===== config.mk =====
export PLATFORM = sky130hd
export DESIGN_NAME = keyed_entry_table_upsert_lookup
export DESIGN_NICKNAME = d
export VERILOG_FILES = /design/src/hw/rtl/ketul_pkg.sv /design/src/hw/rtl/ketul_ram.sv /design/src/hw/rtl/ketul_ctrl.sv /design/src/hw/rtl/ketul_dp.sv /design/src/hw/rtl/keyed_entry_table_upsert_lookup.sv
export SDC_FILE = /design/constraint.sdc
export NUM_CORES = 2
export LEC_CHECK = 0
export BUFFER_PORTS_ARGS = -buffer_cell sky130_fd_sc_hd__clkbuf_2
export CELL_PAD_IN_SITES_DETAIL_PLACEMENT = 1
export CELL_PAD_IN_SITES_GLOBAL_PLACEMENT = 1
export CORE_MARGIN = 1
export CORE_UTILIZATION = 49
export DETAILED_ROUTE_END_ITERATION = 12
export PLACE_DENSITY = 0.8
export SLEW_MARGIN = 30
export SYNTH_ARGS = -nofsm -noshare
export SYNTH_HDL_FRONTEND = slang
export SYNTH_SLANG_ARGS = --single-unit

===== constraint.sdc =====
create_clock -name clk_i -period 20 [get_ports clk_i]
set_input_delay 1 -clock clk_i [delete_from_list [all_inputs] [get_ports clk_i]]
set_output_delay 1 -clock clk_i [all_outputs]
set_load 0.005 [all_outputs]

===== src/hw/rtl/ketul_pkg.sv =====
`timescale 1ns / 1ps
package ketul_pkg;

  // default sizes of the table
  localparam int unsigned TABLE_DEPTH_DEF  = 16;
  localparam int unsigned ID_BITS_DEF      = 64;
  localparam int unsigned PAYLOAD_BITS_DEF = 64;

  // fixed field widths on the stream ports
  localparam int unsigned FIELD_BITS    = 64;
  localparam int unsigned STATUS_BITS   = 2;
  localparam int unsigned SLOT_BITS     = 4;
  localparam int unsigned CFG_BITS      = 5;
  localparam int unsigned IN_DATA_BITS  = 3 * FIELD_BITS;
  localparam int unsigned OUT_USED_BITS = STATUS_BITS + FIELD_BITS + SLOT_BITS;
  localparam int unsigned OUT_DATA_BITS = ((OUT_USED_BITS + 7) / 8) * 8;

  // reset value of the entries-in-use register
  localparam logic [CFG_BITS-1:0] CFG_RESET = 5'd16;

  typedef enum logic {
    FUNC_WRITE = 1'b0,
    FUNC_READ  = 1'b1
  } func_e;

  typedef enum logic [STATUS_BITS-1:0] {
    ST_OK      = 2'd0,
    ST_FULL    = 2'd1,
    ST_MISSING = 2'd2
  } status_e;

  // controller to datapath
  typedef struct packed {
    logic start;     // latch the item, clear search state
    logic rd_issue;  // read the slot at the walk index
    logic cmp;       // evaluate the slot just read, advance
    logic commit;    // update the table and load the result
  } cmd_t;

  // datapath to controller
  typedef struct packed {
    logic span_zero;  // no slot is searched
    logic last;       // walk index is the last slot in use
    logic out_free;   // result register can take a result
  } sts_t;

endpackage


===== src/hw/rtl/ketul_ram.sv =====
`timescale 1ns / 1ps
module ketul_ram #(
  parameter int unsigned WIDTH = 8,
  parameter int unsigned DEPTH = 16
) (
  input  logic                     clk_i,
  input  logic                     we_i,
  input  logic                     re_i,
  input  logic [$clog2(DEPTH)-1:0] addr_i,
  input  logic [WIDTH-1:0]         wdata_i,
  output logic [WIDTH-1:0]         rdata_o
);

  logic [WIDTH-1:0] mem_q [DEPTH];
  logic [WIDTH-1:0] rdata_q;

  // single port, registered read
  always_ff @(posedge clk_i) begin
    if (we_i) begin
      mem_q[addr_i] <= wdata_i;
    end
    if (re_i) begin
      rdata_q <= mem_q[addr_i];
    end
  end

  assign rdata_o = rdata_q;

endmodule


===== src/hw/rtl/ketul_ctrl.sv =====
`timescale 1ns / 1ps
module ketul_ctrl
  import ketul_pkg::*;
(
  input  logic clk_i,
  input  logic rst_ni,
  input  logic in_valid_i,
  output logic in_ready_o,
  input  sts_t sts_i,
  output cmd_t cmd_o
);

  typedef enum logic [3:0] {
    S_IDLE   = 4'b0001,
    S_READ   = 4'b0010,
    S_CMP    = 4'b0100,
    S_COMMIT = 4'b1000
  } state_e;

  state_e state_q, state_d;

  // next state and commands
  always_comb begin
    state_d    = state_q;
    cmd_o      = '0;
    in_ready_o = 1'b0;
    case (state_q)
      S_IDLE: begin
        in_ready_o = 1'b1;
        if (in_valid_i) begin
          cmd_o.start = 1'b1;
          state_d     = sts_i.span_zero ? S_COMMIT : S_READ;
        end
      end
      S_READ: begin
        cmd_o.rd_issue = 1'b1;
        state_d        = S_CMP;
      end
      S_CMP: begin
        cmd_o.cmp = 1'b1;
        state_d   = sts_i.last ? S_COMMIT : S_READ;
      end
      S_COMMIT: begin
        if (sts_i.out_free) begin
          cmd_o.commit = 1'b1;
          state_d      = S_IDLE;
        end
      end
      default: begin
        state_d = S_IDLE;
      end
    endcase
  end

  // state register
  always_ff @(posedge clk_i or negedge rst_ni) begin
    if (!rst_ni) begin
      state_q <= S_IDLE;
    end else begin
      state_q <= state_d;
    end
  end

  // a result is only loaded when the result register has room
  a_commit_free: assert property (@(posedge clk_i) disable iff (!rst_ni)
    cmd_o.commit |-> sts_i.out_free)
    else $error("commit while result register busy");

  // an accepted transaction always starts a walk or goes straight to commit
  a_accept_next: assert property (@(posedge clk_i) disable iff (!rst_ni)
    (in_valid_i && in_ready_o) |=> (state_q == S_READ || state_q == S_COMMIT))
    else $error("bad state after accept");

endmodule


===== src/hw/rtl/ketul_dp.sv =====
`timescale 1ns / 1ps
module ketul_dp
  import ketul_pkg::*;
#(
  parameter int unsigned TABLE_DEPTH  = TABLE_DEPTH_DEF,
  parameter int unsigned ID_BITS      = ID_BITS_DEF,
  parameter int unsigned PAYLOAD_BITS = PAYLOAD_BITS_DEF
) (
  input  logic                   clk_i,
  input  logic                   rst_ni,
  input  logic                   cfg_we_i,
  input  logic [CFG_BITS-1:0]    cfg_wdata_i,
  input  logic                   in_func_i,
  input  logic [FIELD_BITS-1:0]  in_client_id_i,
  input  logic [FIELD_BITS-1:0]  in_server_id_i,
  input  logic [FIELD_BITS-1:0]  in_payload_i,
  input  cmd_t                   cmd_i,
  output sts_t                   sts_o,
  output logic                   out_valid_o,
  input  logic                   out_ready_i,
  output logic [STATUS_BITS-1:0] out_status_o,
  output logic [FIELD_BITS-1:0]  out_payload_o,
  output logic [SLOT_BITS-1:0]   out_slot_o
);

  localparam int unsigned IDX_W  = $clog2(TABLE_DEPTH);
  localparam int unsigned SPAN_W = $clog2(TABLE_DEPTH + 1);
  localparam int unsigned CW     = (SPAN_W > CFG_BITS) ? SPAN_W : CFG_BITS;
  localparam int unsigned ROW_W  = 2 * ID_BITS + PAYLOAD_BITS;

  logic [CFG_BITS-1:0]     euse_q;
  func_e                   func_q;
  logic [ID_BITS-1:0]      cid_q, sid_q;
  logic [PAYLOAD_BITS-1:0] pay_q;
  logic [IDX_W-1:0]        idx_q;
  logic                    hit_q, emp_q;
  logic [IDX_W-1:0]        hit_idx_q, emp_idx_q;
  logic [PAYLOAD_BITS-1:0] hit_pay_q;
  logic [TABLE_DEPTH-1:0]  valid_q;
  logic                    rvalid_q;
  logic                    out_valid_q;
  logic [STATUS_BITS-1:0]  out_status_q;
  logic [FIELD_BITS-1:0]   out_payload_q;
  logic [SLOT_BITS-1:0]    out_slot_q;

  logic [CW-1:0]           span;
  logic                    ram_we;
  logic [IDX_W-1:0]        ram_addr;
  logic [ROW_W-1:0]        ram_wdata, ram_rdata;
  logic [ID_BITS-1:0]      row_cid, row_sid;
  logic [PAYLOAD_BITS-1:0] row_pay;
  logic                    row_match, row_empty;
  logic [IDX_W-1:0]        sel_idx;
  logic                    wr_ok, rd_ok;

  // entries-in-use register
  always_ff @(posedge clk_i or negedge rst_ni) begin
    if (!rst_ni) begin
      euse_q <= CFG_RESET;
    end else if (cfg_we_i) begin
      euse_q <= cfg_wdata_i;
    end
  end

  // searched span, saturated at table depth
  assign span = (CW'(euse_q) > CW'(TABLE_DEPTH)) ? CW'(TABLE_DEPTH) : CW'(euse_q);
  assign sts_o.span_zero = (span == '0);
  assign sts_o.last      = ((CW'(idx_q) + CW'(1)) == span);
  assign sts_o.out_free  = !out_valid_q || out_ready_i;

  // item latch
  always_ff @(posedge clk_i) begin
    if (cmd_i.start) begin
      func_q <= func_e'(in_func_i);
      cid_q  <= in_client_id_i[ID_BITS-1:0];
      sid_q  <= in_server_id_i[ID_BITS-1:0];
      pay_q  <= in_payload_i[PAYLOAD_BITS-1:0];
    end
  end

  // slot just read, an entry never written reads as zero
  assign row_cid   = rvalid_q ? ram_rdata[ID_BITS-1:0] : '0;
  assign row_sid   = rvalid_q ? ram_rdata[2*ID_BITS-1:ID_BITS] : '0;
  assign row_pay   = rvalid_q ? ram_rdata[ROW_W-1:2*ID_BITS] : '0;
  assign row_match = (row_cid == cid_q) && (row_sid == sid_q);
  assign row_empty = (row_cid == '0) && (row_sid == '0) && (row_pay == '0);

  // walk index and first match / first empty slot
  always_ff @(posedge clk_i or negedge rst_ni) begin
    if (!rst_ni) begin
      idx_q <= '0;
      hit_q <= 1'b0;
      emp_q <= 1'b0;
    end else if (cmd_i.start) begin
      idx_q <= '0;
      hit_q <= 1'b0;
      emp_q <= 1'b0;
    end else if (cmd_i.cmp) begin
      idx_q <= idx_q + IDX_W'(1);
      if (!hit_q && row_match) begin
        hit_q <= 1'b1;
      end
      if (!emp_q && row_empty) begin
        emp_q <= 1'b1;
      end
    end
  end

  always_ff @(posedge clk_i) begin
    if (cmd_i.cmp) begin
      if (!hit_q && row_match) begin
        hit_idx_q <= idx_q;
        hit_pay_q <= row_pay;
      end
      if (!emp_q && row_empty) begin
        emp_idx_q <= idx_q;
      end
    end
  end

  // table update
  assign sel_idx   = hit_q ? hit_idx_q : emp_idx_q;
  assign wr_ok     = (func_q == FUNC_WRITE) && (hit_q || emp_q);
  assign rd_ok     = (func_q == FUNC_READ) && hit_q;
  assign ram_we    = cmd_i.commit && wr_ok;
  assign ram_addr  = cmd_i.commit ? sel_idx : idx_q;
  assign ram_wdata = {pay_q, sid_q, cid_q};

  ketul_ram #(
    .WIDTH (ROW_W),
    .DEPTH (TABLE_DEPTH)
  ) u_ram (
    .clk_i   (clk_i),
    .we_i    (ram_we),
    .re_i    (cmd_i.rd_issue),
    .addr_i  (ram_addr),
    .wdata_i (ram_wdata),
    .rdata_o (ram_rdata)
  );

  // per-slot valid bits
  always_ff @(posedge clk_i or negedge rst_ni) begin
    if (!rst_ni) begin
      valid_q  <= '0;
      rvalid_q <= 1'b0;
    end else begin
      if (ram_we) begin
        valid_q[ram_addr] <= 1'b1;
      end
      if (cmd_i.rd_issue) begin
        rvalid_q <= valid_q[idx_q];
      end
    end
  end

  // result register
  always_ff @(posedge clk_i or negedge rst_ni) begin
    if (!rst_ni) begin
      out_valid_q <= 1'b0;
    end else if (cmd_i.commit) begin
      out_valid_q <= 1'b1;
    end else if (out_ready_i) begin
      out_valid_q <= 1'b0;
    end
  end

  always_ff @(posedge clk_i) begin
    if (cmd_i.commit) begin
      if (wr_ok || rd_ok) begin
        out_status_q <= ST_OK;
        out_slot_q   <= SLOT_BITS'(sel_idx);
      end else begin
        out_status_q <= (func_q == FUNC_WRITE) ? ST_FULL : ST_MISSING;
        out_slot_q   <= '0;
      end
      out_payload_q <= rd_ok ? FIELD_BITS'(hit_pay_q) : '0;
    end
  end

  assign out_valid_o   = out_valid_q;
  assign out_status_o  = out_status_q;
  assign out_payload_o = out_payload_q;
  assign out_slot_o    = out_slot_q;

  // read and write of the table never share a cycle
  a_port_excl: assert property (@(posedge clk_i) disable iff (!rst_ni)
    !(ram_we && cmd_i.rd_issue))
    else $error("table read and write in one cycle");

  // a written slot is marked valid
  a_valid_set: assert property (@(posedge clk_i) disable iff (!rst_ni)
    ram_we |=> valid_q[$past(ram_addr)])
    else $error("written slot not marked valid");

  // every commit presents a result
  a_commit_out: assert property (@(posedge clk_i) disable iff (!rst_ni)
    cmd_i.commit |=> out_valid_q)
    else $error("commit without result");

endmodule


===== src/hw/rtl/keyed_entry_table_upsert_lookup.sv =====
`timescale 1ns / 1ps
// Keyed entry table: upsert and lookup of (client id, server id) -> payload.
// Input channel s_axis: tuser carries the operation (0 write/update, 1 read),
// tdata carries client id, server id and payload. Output channel m_axis:
// tdata carries status (0 ok, 1 full, 2 not found), payload and slot index.
// cfg_we_i/cfg_wdata_i write the number of slots searched (reset 16,
// saturated at the table depth); write it only while the block is idle.
// One transaction is handled at a time. The table is walked slot by slot
// (read issue, then compare) through a single-port RAM, keeping the first
// matching and the first empty slot, then a commit step writes the table
// and loads the result register. A new transaction is taken only once the
// previous one has committed.
// The result register lets a new transaction be accepted while the last
// result waits; if the receiver stalls, the next commit waits for it.
// Reset clears per-slot valid bits at once, so every slot reads as zero;
// no clearing pass is needed.
module keyed_entry_table_upsert_lookup
  import ketul_pkg::*;
#(
  parameter int unsigned TABLE_DEPTH  = TABLE_DEPTH_DEF,
  parameter int unsigned ID_BITS      = ID_BITS_DEF,
  parameter int unsigned PAYLOAD_BITS = PAYLOAD_BITS_DEF
) (
  input  logic                     clk_i,
  input  logic                     rst_ni,
  input  logic                     cfg_we_i,
  input  logic [CFG_BITS-1:0]      cfg_wdata_i,
  input  logic                     s_axis_tvalid,
  output logic                     s_axis_tready,
  // client_id [63:0], server_id [127:64], payload_in [191:128]
  input  logic [IN_DATA_BITS-1:0]  s_axis_tdata,
  // func [0]
  input  logic [0:0]               s_axis_tuser,
  output logic                     m_axis_tvalid,
  input  logic                     m_axis_tready,
  // status [1:0], payload_out [65:2], slot_index [69:66], zero [71:70]
  output logic [OUT_DATA_BITS-1:0] m_axis_tdata
);

  cmd_t                   cmd;
  sts_t                   sts;
  logic [STATUS_BITS-1:0] out_status;
  logic [FIELD_BITS-1:0]  out_payload;
  logic [SLOT_BITS-1:0]   out_slot;

  ketul_ctrl u_ctrl (
    .clk_i      (clk_i),
    .rst_ni     (rst_ni),
    .in_valid_i (s_axis_tvalid),
    .in_ready_o (s_axis_tready),
    .sts_i      (sts),
    .cmd_o      (cmd)
  );

  ketul_dp #(
    .TABLE_DEPTH  (TABLE_DEPTH),
    .ID_BITS      (ID_BITS),
    .PAYLOAD_BITS (PAYLOAD_BITS)
  ) u_dp (
    .clk_i          (clk_i),
    .rst_ni         (rst_ni),
    .cfg_we_i       (cfg_we_i),
    .cfg_wdata_i    (cfg_wdata_i),
    .in_func_i      (s_axis_tuser[0]),
    .in_client_id_i (s_axis_tdata[FIELD_BITS-1:0]),
    .in_server_id_i (s_axis_tdata[2*FIELD_BITS-1:FIELD_BITS]),
    .in_payload_i   (s_axis_tdata[3*FIELD_BITS-1:2*FIELD_BITS]),
    .cmd_i          (cmd),
    .sts_o          (sts),
    .out_valid_o    (m_axis_tvalid),
    .out_ready_i    (m_axis_tready),
    .out_status_o   (out_status),
    .out_payload_o  (out_payload),
    .out_slot_o     (out_slot)
  );

  // result packing
  assign m_axis_tdata = {{(OUT_DATA_BITS - OUT_USED_BITS){1'b0}},
                         out_slot, out_payload, out_status};

endmodule


==> qor.csv <==
metric;value;unit
dp_hpwl;235000;um
top_usage_layer;met2;
syn_inst;8093;
fp.dieW;532;um
antenna_found_initial;39;
ant_nets;0;
grt_util_met2;49.6;%
final_nets;8662;
drt_pass1_iterations;6;
use_met1;39.8;%
powerDensity;114;nW/um^2
cts_setup_buffers;0;
min_path_type;in2async;
rr_worst_depth;10;
clk_pin_slew;60;ps
io_pins;277;
synthArstFlopShare;0.909;%
postLayoutCellArea;155000;sq um
synth_top_family_by_area;simple AND/OR/NAND/NOR gates;
drt_iter0_markers;12544;
yosys.area_share.simple;9.96;%
crit_type;reg2reg;
routed-via-count;82872;
fmax;149;MHz
hold_violations;0;
ir_drop;0.0783;mV
netlist_area;137000;sq um
grt-ovfl-total;0;
yosysSeqAreaShare;79.2;%
post_cts_resized;0;
synthMuxAreaShare;6.50;%
port_buffers;274;
gp_congestion;0.889;
synth_warnings;0;
intPower;13.3;mW
grt_usage;31.0;%
cts_tree;yes;
die_height;532;um
synth.distinct_cells;63;
yosys_most_used_dff;edfxtp_1;
cts_root_buf;clkbuf_16;
dp_slack;12740;ps
worst_pin_slew;1200;ps
final_cells;12470;
cp.required;20500;ps
fin_hold_ws;186;ps
drt_wl_total;445000;um
synth_seq_cells;3632;
fin_skew;70.6;ps
cts-buffers-inserted;360;
grt_max_degree;186;
leakage;50.6;nW
power.total;17.7;mW
synth-xor-area-share;0.242;%
setup_slack;13290;ps
clock_sink_count;3632;
period_minus_slack;6710;ps
slew_headroom;20.1;%
arrival;7200;ps
seq_power_share;53.8;%
dp.cells;11816;
min_period_over_period;33.5;%
regToRegEndpoint;u_dp.u_ram.mem_q[5][45];
grt_pass1_vias;87094;
endpoint_kind;flip-flop;
syn2layout_area_growth;12.9;%
slew_viol_final;0;
core_area;279000;sq um
grt_pass1_wl;627000;um
synth_compound_area_share;2.55;%
synth_area_leaders;edfxtp_1 (79%), mux4_2 (6.4%), nand2_1 (4.2%);
switching_share;25.1;%
combPwrFrac;7.8;%
p_clk_share;38.4;%
synth_top_cell_by_area;edfxtp_1;
yosys.area.top_type_share;78.6;%
holdBufCountCts;0;
wl_per_cell;35.7;um
die_area;283000;sq um
crit_fanout;96;
grt_use_met3;7.10;%
final.setup.tns;0;ps
synth_edf_count;3599;
final_util;55.6;%
max-cap-violations;0;
floorplan.initialDensity;49.2;%
ff2ff_setup_slack;13290;ps
h-tree-depth;5;
syn_avg_cell_area;17.0;sq um
fill_cells;25212;
status;finished clean;
post_dp_cell_area;144000;sq um
cts_buffer_depth;4;
clk_latency;930;ps
drive_gt1_share;16.2;%
p_switching;4.45;mW
finalSetupViolations;0;
synth_fa_ha_area_share;0.00910;%
r2r_start;u_ctrl.state_q[3];
rows;194;
vias_per_cell;6.65;
rsz0062_at_grt;false;
startpoint_type;flip-flop;
drc_errors;0;
[how the worst max path moves through the flow]
stage	start	endpoint	slack, ps
floorplan	m_axis_tready	u_dp.valid_q[12]	3460
global placement	m_axis_tready	u_dp.u_ram.rdata_o[27]	12940
detailed placement	m_axis_tready	u_dp.u_ram.rdata_o[47]	12740
CTS	u_ctrl.state_q[3]	u_dp.u_ram.rdata_o[47]	12880
global route	u_ctrl.state_q[3]	u_dp.u_ram.mem_q[5][45]	13070
finish	u_ctrl.state_q[3]	u_dp.u_ram.mem_q[5][45]	13290
[power by group through the flow]
stage                     sequential [mW]  clock (mW)  combinational, mW
after CTS                            9.50        6.83               1.37
final                                9.54        6.80               1.39
after global routing                 9.54        7.04               1.45
after floorplan                      9.41           0              0.805
after global placement               9.60           0               1.28
after detailed placement             9.65           0               1.34
[synth_stat cells, drive strengths merged (10+ instances only)]
library cell,instances
nor3,22
o22ai,19
buf,188
nor4,64
nand4b,14
nor2,64
nor2b,52
edfxtp,3599
clkbuf,261
or4,10
a22oi,200
nand3,783
nand2,1555
and3,67
or2,17
dfrtp,31
inv,55
and2,65
a2111oi,13
o21ai,227
nand2b,18
a2bb2oi,19
xnor2,29
mux4,389
nand4,226
[final cells by class]
| class | instances | area [sq um] | area share [%] |
|---|---|---|---|
| Clock inverter | 204 | 2000 | 1.29 |
| Sequential cell | 3632 | 109000 | 70.2 |
| Timing Repair Buffer | 451 | 3140 | 2.02 |
| Tap cell | 3724 | 4660 | 3.00 |
| Inverter | 55 | 206 | 0.133 |
| Multi-Input combinational cell | 3958 | 26800 | 17.2 |
| Antenna cell | 8 | 20.0 | 0.0129 |
| Clock buffer | 438 | 9520 | 6.13 |
[routing by layer]
layer	share of wire, %	up-vias
li1	-	32143
met1	35	42678
met2	47	6614
met3	12	1399
met4	5.7	38
met5	0.058	-
[cells in the final DEF, fill, tap and decap left out, drive strengths merged, types with 65 or more instances in the layout]
| master | n |
|---|---|
| clkbuf | 711 |
| and2 | 65 |
| edfxtp | 3599 |
| clkinv | 148 |
| and3 | 67 |
| buf | 178 |
| nand3 | 783 |
| nand4 | 226 |
| o21ai | 227 |
| nand2 | 1555 |
| mux4 | 389 |
| a22oi | 200 |
[flip-flops by register name (all words and copies together) (netlist names)]
| signal | count |
|---|---|
| u_dp.u_ram.mem_q | 3072 |
| u_dp.u_ram.rdata_o | 192 |
| u_dp.cid_q | 64 |
| u_dp.hit_pay_q | 64 |
| u_dp.out_payload_o | 64 |
| u_dp.pay_q | 64 |
| u_dp.sid_q | 64 |
| u_dp.valid_q | 16 |
| u_dp.euse_q | 5 |
| u_ctrl.state_q | 4 |
| u_dp.emp_idx_q | 4 |
| u_dp.hit_idx_q | 4 |
| u_dp.idx_q | 4 |
| u_dp.out_slot_o | 4 |
| u_dp.out_status_o | 2 |
| u_dp.emp_q | 1 |
| u_dp.func_q | 1 |
| u_dp.hit_q | 1 |
| u_dp.out_valid_o | 1 |
| u_dp.rvalid_q | 1 |
[cells by family after synthesis]
| logic type | count (synthesis) |
|---|---|
| AO/OA/AOI/OAI | 536 |
| XOR/XNOR | 38 |
| adder cells (fa/ha/maj) | 1 |
| buffers and inverters | 504 |
| flip-flops | 3632 |
| multiplexers | 405 |
| other | 1 |
| AND/OR/NAND/NOR | 2976 |
[critical path: stages (launching register included)]
cell,delay [ps]
dfrtp_1,580
nor4b_2,370
nand2_1,530
mux2i_4,350
buf_4,620
buf_4,760
nand2_1,410
nor3_2,350
buf_12,620
buf_4,920
buf_4,660
Note: power is estimated with default switching activity, not from simulation.
